==> src/rtl/core/hmcs_pkg.sv <==
// hmcs_pkg: shared types and constants of the h-bridge motor command sequencer
// used by every module under rtl/core, depends on nothing

package hmcs_pkg;

   typedef enum logic [2:0] {
      OP_TICK    = 3'd0,
      OP_DRIVE   = 3'd1,
      OP_TIMED   = 3'd2,
      OP_BRAKE   = 3'd3,
      OP_COAST   = 3'd4,
      OP_REVERSE = 3'd5
   } op_type;

   typedef enum logic [2:0] {
      MODE_COAST       = 3'd0,
      MODE_RUN         = 3'd1,
      MODE_TIMED_RUN   = 3'd2,
      MODE_TIMED_BRAKE = 3'd3,
      MODE_HELD_BRAKE  = 3'd4
   } mode_type;

   typedef enum logic {
      CSR_DUTY_FLOOR   = 1'b0,
      CSR_DUTY_CEILING = 1'b1
   } csr_index_type;

   localparam logic [7:0]  DUTY_FLOOR_RESET   = 8'd0;
   localparam logic [7:0]  DUTY_CEILING_RESET = 8'd255;
   localparam logic [7:0]  FULL_DUTY          = 8'd255;
   localparam logic [16:0] SAT_MAGNITUDE      = 17'd1000;
   localparam logic [15:0] BRAKE_TICKS        = 16'd100;
   localparam logic [15:0] REVERSE_TICKS      = 16'd500;
   localparam logic [16:0] ELAPSED_MAX        = 17'h1FFFF;

   // division by 998 as multiply by ceil(2^28/998), exact for numerators below 2^18
   localparam int          MAP_SHIFT = 28;
   localparam logic [26:0] MAP_RECIP = 27'd268974;
   // 997 * recip turns the floor into a ceiling for a descending span
   localparam logic [36:0] MAP_ROUND = 37'd268167078;
   // span 255 times recip
   localparam logic [26:0] SPAN_RECIP_RESET = 27'd68588370;

   typedef struct packed {
      logic [7:0]  floor;
      logic [26:0] span_recip;
      logic        descend;
   } map_cfg_type;

   typedef struct packed {
      logic              signed [8:0] applied_speed;
      mode_type          mode;
      logic [7:0]        duty;
      logic              dir_b;
      logic              dir_a;
   } result_type;

endpackage

==> src/rtl/core/hmcs_csr.sv <==
// hmcs_csr: duty floor and ceiling registers plus the precomputed span reciprocal
// depends on hmcs_pkg

module hmcs_csr (
   input  logic                 clock,
   input  logic                 reset,
   input  logic                 csr_valid,
   input  logic                 csr_index,
   input  logic [7:0]           csr_data,
   output hmcs_pkg::map_cfg_type cfg
);

   logic [7:0]  floor_ff, floor_in;
   logic [7:0]  ceiling_ff, ceiling_in;
   logic [26:0] span_recip_ff, span_recip_in;
   logic        descend_ff, descend_in;
   logic [7:0]  span;

   always_comb begin
      floor_in   = floor_ff;
      ceiling_in = ceiling_ff;
      if (csr_valid) begin
         unique case (hmcs_pkg::csr_index_type'(csr_index))
            hmcs_pkg::CSR_DUTY_FLOOR:   floor_in   = csr_data;
            hmcs_pkg::CSR_DUTY_CEILING: ceiling_in = csr_data;
            default: ;
         endcase
      end
      descend_in    = (ceiling_in < floor_in);
      span          = descend_in ? (floor_in - ceiling_in) : (ceiling_in - floor_in);
      span_recip_in = 27'(span) * hmcs_pkg::MAP_RECIP;
   end

   always_ff @(posedge clock) begin
      if (reset) begin
         floor_ff      <= hmcs_pkg::DUTY_FLOOR_RESET;
         ceiling_ff    <= hmcs_pkg::DUTY_CEILING_RESET;
         span_recip_ff <= hmcs_pkg::SPAN_RECIP_RESET;
         descend_ff    <= 1'b0;
      end else begin
         floor_ff      <= floor_in;
         ceiling_ff    <= ceiling_in;
         span_recip_ff <= span_recip_in;
         descend_ff    <= descend_in;
      end
   end

   assign cfg.floor      = floor_ff;
   assign cfg.span_recip = span_recip_ff;
   assign cfg.descend    = descend_ff;

endmodule

==> src/rtl/core/hmcs_duty_map.sv <==
// hmcs_duty_map: maps a signed speed onto an enable duty
// depends on hmcs_pkg, configuration from hmcs_csr

module hmcs_duty_map (
   input  logic signed [16:0]    speed,
   input  hmcs_pkg::map_cfg_type cfg,
   output logic [7:0]            duty
);

   logic [16:0] mag;
   logic [9:0]  step;
   logic [36:0] prod;
   logic [36:0] scaled;
   logic [7:0]  quot;

   always_comb begin
      mag    = speed[16] ? 17'(-speed) : 17'(speed);
      step   = mag[9:0] - 10'd1;
      prod   = 37'(step) * 37'(cfg.span_recip);
      scaled = prod + (cfg.descend ? hmcs_pkg::MAP_ROUND : 37'd0);
      quot   = scaled[hmcs_pkg::MAP_SHIFT +: 8];
      priority if (mag == 17'd0) begin
         duty = 8'd0;
      end else if (mag >= hmcs_pkg::SAT_MAGNITUDE) begin
         duty = hmcs_pkg::FULL_DUTY;
      end else if (cfg.descend) begin
         duty = cfg.floor - quot;
      end else begin
         duty = cfg.floor + quot;
      end
   end

endmodule

==> src/rtl/core/hmcs_seq.sv <==
// hmcs_seq: input register, bridge state and result register of the sequencer
// depends on hmcs_pkg, gets mapped duty from hmcs_duty_map

module hmcs_seq (
   input  logic                     clock,
   input  logic                     reset,
   input  logic                     req_valid,
   output logic                     req_ready,
   input  logic [2:0]               req_operation,
   input  logic signed [15:0]       req_speed_cmd,
   input  logic [15:0]              req_duration_ms,
   output logic signed [16:0]       map_speed,
   input  logic [7:0]               map_duty,
   output logic                     rsp_valid,
   input  logic                     rsp_ready,
   output hmcs_pkg::result_type     rsp_result
);

   logic                  in_valid_ff;
   hmcs_pkg::op_type      op_ff;
   logic signed [15:0]    speed_ff;
   logic [15:0]           duration_ff;

   hmcs_pkg::mode_type    mode_ff, mode_in;
   logic signed [8:0]     stored_ff, stored_in;
   logic [16:0]           elapsed_ff, elapsed_in;
   logic [15:0]           hold_ff, hold_in;
   logic                  line_a_ff, line_a_in;
   logic                  line_b_ff, line_b_in;
   logic [7:0]            duty_ff, duty_in;

   logic                  rsp_valid_ff;
   hmcs_pkg::result_type  rsp_result_ff;

   logic                  advance;
   logic [16:0]           elapsed_inc;
   logic signed [8:0]     drive_speed;
   logic                  drive_neg;

   assign advance   = in_valid_ff && (!rsp_valid_ff || rsp_ready);
   assign req_ready = !in_valid_ff || advance;

   // reverse re-maps the negated stored duty
   assign map_speed = (op_ff == hmcs_pkg::OP_REVERSE) ? -17'(stored_ff) : 17'(speed_ff);

   always_comb begin
      drive_neg   = map_speed[16] && (map_duty != 8'd0);
      drive_speed = drive_neg ? -$signed({1'b0, map_duty}) : $signed({1'b0, map_duty});
      elapsed_inc = (elapsed_ff < hmcs_pkg::ELAPSED_MAX) ? elapsed_ff + 17'd1 : elapsed_ff;

      mode_in    = mode_ff;
      stored_in  = stored_ff;
      elapsed_in = elapsed_ff;
      hold_in    = hold_ff;
      line_a_in  = line_a_ff;
      line_b_in  = line_b_ff;
      duty_in    = duty_ff;

      unique case (op_ff)
         hmcs_pkg::OP_TICK: begin
            elapsed_in = elapsed_inc;
            if (mode_ff == hmcs_pkg::MODE_TIMED_RUN && elapsed_inc > {1'b0, hold_ff}) begin
               mode_in    = hmcs_pkg::MODE_TIMED_BRAKE;
               line_a_in  = 1'b0;
               line_b_in  = 1'b0;
               duty_in    = hmcs_pkg::FULL_DUTY;
               hold_in    = hmcs_pkg::BRAKE_TICKS;
               elapsed_in = 17'd0;
            end else if (mode_ff == hmcs_pkg::MODE_TIMED_BRAKE &&
                         elapsed_inc > {1'b0, hold_ff}) begin
               mode_in   = hmcs_pkg::MODE_COAST;
               line_a_in = 1'b0;
               line_b_in = 1'b0;
               duty_in   = 8'd0;
            end
         end
         hmcs_pkg::OP_DRIVE, hmcs_pkg::OP_TIMED, hmcs_pkg::OP_REVERSE: begin
            stored_in = drive_speed;
            line_a_in = !drive_neg;
            line_b_in = drive_neg;
            duty_in   = map_duty;
            if (op_ff == hmcs_pkg::OP_DRIVE) begin
               mode_in = hmcs_pkg::MODE_RUN;
            end else begin
               mode_in    = hmcs_pkg::MODE_TIMED_RUN;
               elapsed_in = 17'd0;
               hold_in    = (op_ff == hmcs_pkg::OP_TIMED) ? duration_ff
                                                          : hmcs_pkg::REVERSE_TICKS;
            end
         end
         hmcs_pkg::OP_BRAKE: begin
            mode_in   = hmcs_pkg::MODE_HELD_BRAKE;
            line_a_in = 1'b0;
            line_b_in = 1'b0;
            duty_in   = hmcs_pkg::FULL_DUTY;
         end
         hmcs_pkg::OP_COAST: begin
            mode_in   = hmcs_pkg::MODE_COAST;
            line_a_in = 1'b0;
            line_b_in = 1'b0;
            duty_in   = 8'd0;
         end
         default: ;
      endcase
   end

   always_ff @(posedge clock) begin
      if (reset) begin
         in_valid_ff  <= 1'b0;
         rsp_valid_ff <= 1'b0;
         mode_ff      <= hmcs_pkg::MODE_COAST;
         stored_ff    <= 9'sd0;
         elapsed_ff   <= 17'd0;
         hold_ff      <= 16'd0;
         line_a_ff    <= 1'b0;
         line_b_ff    <= 1'b0;
         duty_ff      <= 8'd0;
      end else begin
         if (req_ready) begin
            in_valid_ff <= req_valid;
         end
         if (advance) begin
            rsp_valid_ff <= 1'b1;
            mode_ff      <= mode_in;
            stored_ff    <= stored_in;
            elapsed_ff   <= elapsed_in;
            hold_ff      <= hold_in;
            line_a_ff    <= line_a_in;
            line_b_ff    <= line_b_in;
            duty_ff      <= duty_in;
         end else if (rsp_ready) begin
            rsp_valid_ff <= 1'b0;
         end
      end
   end

   // payload registers
   always_ff @(posedge clock) begin
      if (req_valid && req_ready) begin
         op_ff       <= hmcs_pkg::op_type'(req_operation);
         speed_ff    <= req_speed_cmd;
         duration_ff <= req_duration_ms;
      end
      if (advance) begin
         rsp_result_ff.dir_a         <= line_a_in;
         rsp_result_ff.dir_b         <= line_b_in;
         rsp_result_ff.duty          <= duty_in;
         rsp_result_ff.mode          <= mode_in;
         rsp_result_ff.applied_speed <= stored_in;
      end
   end

   assign rsp_valid  = rsp_valid_ff;
   assign rsp_result = rsp_result_ff;

endmodule

==> src/rtl/core/hbridge_motor_command_sequencer_top.sv <==
// Top level of the h-bridge motor command sequencer: one item per clock unless rsp
// back-pressure stalls it. An accepted req goes into the input register, then through
// the mapping multiply and state update into the result register, then out as rsp. A
// full result register still takes an item into an empty input register. Csr writes
// are registered. Depends on hmcs_pkg, hmcs_csr, hmcs_duty_map and hmcs_seq.

module hbridge_motor_command_sequencer_top (
   input  logic        clock,
   input  logic        reset,
   input  logic        req_tvalid,
   output logic        req_tready,
   input  logic [31:0] req_tdata,   // speed_cmd[15:0], duration_ms[31:16]
   input  logic [2:0]  req_tuser,   // operation[2:0]
   output logic        rsp_tvalid,
   input  logic        rsp_tready,
   output logic [23:0] rsp_tdata,   // dir_a[0], dir_b[1], duty[9:2], mode[12:10],
                                    // applied_speed[21:13], zero[23:22]
   input  logic        csr_valid,
   output logic        csr_ready,
   input  logic        csr_index,
   input  logic [7:0]  csr_data
);

   hmcs_pkg::map_cfg_type cfg;
   hmcs_pkg::result_type  result;
   logic signed [16:0]    map_speed;
   logic [7:0]            map_duty;

   assign csr_ready = 1'b1;

   hmcs_csr u_csr (
      .clock     (clock),
      .reset     (reset),
      .csr_valid (csr_valid),
      .csr_index (csr_index),
      .csr_data  (csr_data),
      .cfg       (cfg)
   );

   hmcs_duty_map u_duty_map (
      .speed (map_speed),
      .cfg   (cfg),
      .duty  (map_duty)
   );

   hmcs_seq u_seq (
      .clock           (clock),
      .reset           (reset),
      .req_valid       (req_tvalid),
      .req_ready       (req_tready),
      .req_operation   (req_tuser),
      .req_speed_cmd   ($signed(req_tdata[15:0])),
      .req_duration_ms (req_tdata[31:16]),
      .map_speed       (map_speed),
      .map_duty        (map_duty),
      .rsp_valid       (rsp_tvalid),
      .rsp_ready       (rsp_tready),
      .rsp_result      (result)
   );

   assign rsp_tdata = {2'b00, result.applied_speed, result.mode, result.duty,
                       result.dir_b, result.dir_a};

endmodule
==> config.mk <==
export PLATFORM = sky130hd
export DESIGN_NAME = hbridge_motor_command_sequencer_top
export DESIGN_NICKNAME = d
export VERILOG_FILES = /design/src/rtl/core/hmcs_pkg.sv /design/src/rtl/core/hmcs_csr.sv /design/src/rtl/core/hmcs_duty_map.sv /design/src/rtl/core/hmcs_seq.sv /design/src/rtl/core/hbridge_motor_command_sequencer_top.sv
export SDC_FILE = /design/constraint.sdc
export NUM_CORES = 1
export LEC_CHECK = 0
export ABC_AREA = 1
export BUFFER_PORTS_ARGS = -buffer_cell sky130_fd_sc_hd__buf_2
export CORE_MARGIN = 3
export CORE_UTILIZATION = 45
export CTS_CLUSTER_DIAMETER = 200
export DETAILED_ROUTE_END_ITERATION = 16
export PLACE_DENSITY = 0.66
export SLEW_MARGIN = 20
export SYNTH_ARGS = -nofsm -noshare
export SYNTH_HDL_FRONTEND = slang
export SYNTH_SLANG_ARGS = --single-unit
==> constraint.sdc <==
create_clock -name clock -period 19.4 [get_ports clock]
set_input_delay 5.82 -clock clock [delete_from_list [all_inputs] [get_ports clock]]
set_output_delay 5.82 -clock clock [all_outputs]
set_load 0.005 [all_outputs]
==> results.toml <==
[status]
outcome = "complete, no violations"

[floorplan]
starting_density_of_the_core_pct = 45.8
floorplan.core_area_mm2 = 0.0421
dieHeight_um = 213
dieWidth_um = 213
boundaryPins = 76
num_rows = 75
dieArea_mm2 = 0.0454

[clocking]
postCtsHoldBufs = 0
cts_tree = "yes"
cts_post_setup_buffers_inserted = 0
clock_tree.root_cell = "sky130_fd_sc_hd__clkbuf_16"
clkSinkCount = 157
max-clock-path-buffers = 2
cts_htree_levels = 4
cts-resized-gates = 0
clk_latency_ns = 0.44
tritoncts.num_buffers = 17
clkSlewWorstSetupHoldPaths_ns = 0.07

[detailed_routing]
routedWlPerCell_um = 15.6
initialDrtViolationCount = 1008
drt-pass1-iter-count = 5
antenna_left = 0
avgViaCountPerCell = 5.18
detail_route.drc_violations = 0
num_vias = 16000
drt-total-wl_um = 48400

[grt]
grt_antenna_before_repair = 0
grt_max_degree = 69
grt-ovfl-total = 0
groute.usage.overall_pct = 22.3
grt_first_pass_wirelength_um = 81000
first_global_vias = 16400

[timing]
hold_violations = 0
slew_at_the_pin_closest_to_its_max_slew_limit_ns = 1.07
skew_ns = 0.0142
setup_repair_after_global_routing_missed_its_margin = "false"
setup_viol_count_final = 0
layout_min_cycle_time_ns = 13.84
slew_headroom_pct = 28.7
finalCritPeriodShare_pct = 71.4
fin_setup_tns_ns = 0
final-max-slew-violation-count = 0
max_freq_ghz = 0.0722

[critical_path]
critical_path_class = "in2reg"
internal_reg_to_reg_setup_slack_ns = 7.42
cp_slowest_stage_delay_ns = 0.64
cp_data_required_time_ns = 19.72
crit_path_end_kind = "flip-flop"
cp_data_arrival_time_ns = 14.16
timing.critical_path.slowest_stage_cell = "sky130_fd_sc_hd__xor2_1"
critical-path-top-cell-by-count = "sky130_fd_sc_hd__inv_1"
timing.critical_path.from_type = "input port"
worstRegToRegCells = 61
path_max_fanout = 15
critical_path.reg2reg.endpoint = "u_seq.stored_ff[7]"
regToRegStartpoint = "u_seq.stored_ff[0]"

[hold_path]
holdPathStages = 2
min-delay-path-class = "reg2reg"
hold_end = "u_seq.hold_ff[10]"
hp-start = "u_seq.hold_ff[10]"

[finish]
multiInputGateArea_mm2 = 0.0133
antenna_cells_inserted = 0
mostFrequentLayoutCell = "sky130_fd_sc_hd__inv_1"
synthToLayoutAreaGrowth_pct = 7.45
final_cell_mix = "525 x sky130_fd_sc_hd__inv_1, 523 x sky130_fd_sc_hd__nand2_1, 247 x sky130_fd_sc_hd__nor2_1"
seqCellArea_mm2 = 0.00371
fillerInstances = 4136
finish.instance_area_mm2 = 0.0207
drive_above_1_share_pct = 7.20
final_net_count = 3008

[synthesis]
synthTopCellsByArea = "sky130_fd_sc_hd__fa_1 25%, sky130_fd_sc_hd__ha_1 11%, sky130_fd_sc_hd__dfxtp_1 10%, sky130_fd_sc_hd__inv_1 10%, sky130_fd_sc_hd__nand2_1 10%"
syn-instance-count = 2501
synth.top_cell.area_share_pct = 25.0
post_synth_instance_area_mm2 = 0.0193
synth.distinct_cells = 51
synth-warning-count = 0
synth_top_flop_cell = "sky130_fd_sc_hd__dfxtp_1"
synth_seq_cells = 157
number_of_enable_flip_flop_cells_after_synthesis = 57
synth-async-reset-ratio_pct = 0
post_synth.cell_area_avg_um2 = 7.72
synth_largest_area_cell = "sky130_fd_sc_hd__fa_1"
yosysSeqAreaShare_pct = 19.2

[placement]
hpwlAfterDp_um = 38900
gp_congestion = 0.903
placed_cell_area_mm2 = 0.0201
numPortBuffers = 72

[job]
cap_violations = 0
==> metal layers <==
metal / wire length [um] / part of all wire [%] / vias up / global-route usage, %
li1: - / - / 7824 / -
met1: 22000 / 45 / 7734 / 30.5
met2: 23300 / 48 / 420 / 38.1
met3: 2380 / 4.9 / 59 / 2.47
met4: 712 / 1.5 / 0 / 5.30
met5: 0 / 0 / - / 0
==> logic make-up (layout without fill, tap and decap cells) <==
| group | Yosys count | count (layout) | share of synthesized area, % |
|---|---|---|---|
| DFF | 157 | 157 | 19.2 |
| and+or+nand+nor | 993 | 993 | 22.0 |
| buffers and inverters | 596 | 651 | 11.9 |
| xor gates and xnor gates | 43 | 43 | 1.95 |
| other | 2 | 3 | 0.0389 |
| AOI/OAI and AO/OA | 294 | 294 | 8.50 |
| adders and majority gates | 415 | 415 | 36.3 |
| muxes | 1 | 1 | 0.0583 |
==> Yosys cell counts (7+ instances only) <==
cell type / n
sky130_fd_sc_hd__inv_1: 526
sky130_fd_sc_hd__nand2_1: 523
sky130_fd_sc_hd__nor2_1: 247
sky130_fd_sc_hd__fa_1: 241
sky130_fd_sc_hd__ha_1: 174
sky130_fd_sc_hd__a21oi_1: 128
sky130_fd_sc_hd__dfxtp_1: 100
sky130_fd_sc_hd__o21ai_0: 94
sky130_fd_sc_hd__nand3_1: 83
sky130_fd_sc_hd__edfxtp_1: 57
sky130_fd_sc_hd__clkbuf_1: 41
sky130_fd_sc_hd__nand4_1: 34
sky130_fd_sc_hd__xor2_1: 28
sky130_fd_sc_hd__nor3_1: 22
sky130_fd_sc_hd__a211oi_1: 17
sky130_fd_sc_hd__nand2_2: 17
sky130_fd_sc_hd__xnor2_1: 15
sky130_fd_sc_hd__a21o_1: 11
sky130_fd_sc_hd__nor4_1: 10
sky130_fd_sc_hd__inv_2: 9
sky130_fd_sc_hd__nand3_2: 9
sky130_fd_sc_hd__nor2_2: 9
sky130_fd_sc_hd__or2_2: 9
sky130_fd_sc_hd__or2_1: 8
sky130_fd_sc_hd__a31oi_1: 7
==> stage by stage <==
stage	utilization, %	worst slack [ns]	hold slack (ns)	std cells
2_1_floorplan	-	6.57	0.443	2502
3_3_place_gp	47.8	5.60	0.469	3064
3_5_place_dp	47.8	5.30	0.463	3064
4_1_cts	49.2	5.70	0.476	3096
5_1_grt	49.2	4.76	0.500	3096
6_report	49.2	5.56	0.473	3096
==> state kept, by name, summed over array words and instances (netlist names), 3 cells and up <==
| register | count |
|---|---|
| u_seq.hold_ff | 16 |
| u_seq.duration_ff | 16 |
| u_seq.mode_ff | 3 |
| u_seq.duty_ff | 8 |
| u_seq.op_ff | 3 |
| u_seq.rsp_result | 22 |
| u_seq.elapsed_ff | 17 |
| u_csr.floor_ff | 8 |
| u_csr.span_recip_ff | 26 |
| u_seq.stored_ff | 9 |
| u_csr.ceiling_ff | 8 |
| u_seq.speed_ff | 16 |
==> worst max-delay path, delay by kind of cell <==
| kind | cells | cell delay [ns] |
|---|---|---|
| AOI/OAI and AO/OA | 15 | 3.01 |
| xor gates and xnor gates | 1 | 0.64 |
| adders and majority gates | 6 | 2.49 |
| buffers and inverters | 8 | 1.02 |
| and+or+nand+nor | 9 | 1.18 |
==> area by class of cell <==
cell class	instances	share of cell area [%]
clock buffers	18	2.12
clock inverters	14	0.802
inverters	538	9.74
multi-input cells	1749	64.1
flip-flops and latches	157	17.9
well taps	539	3.25
repair buffers	81	2.06
==> worst max-delay path by stage <==
stage / startpoint / end / slack [ns]
after floorplan: csr_index / u_csr.span_recip_ff[24] / 6.57
after global placement: csr_valid / u_csr.span_recip_ff[24] / 5.60
final: csr_valid / u_csr.span_recip_ff[25] / 5.56
after global routing: csr_valid / u_csr.span_recip_ff[24] / 4.76
after detailed placement: csr_valid / u_csr.span_recip_ff[25] / 5.30
after CTS: csr_valid / u_csr.span_recip_ff[25] / 5.70
Power is left out: the tool's default activity adds up to more than one toggle a clock period on the data nets, which glitch-free logic cannot reach.
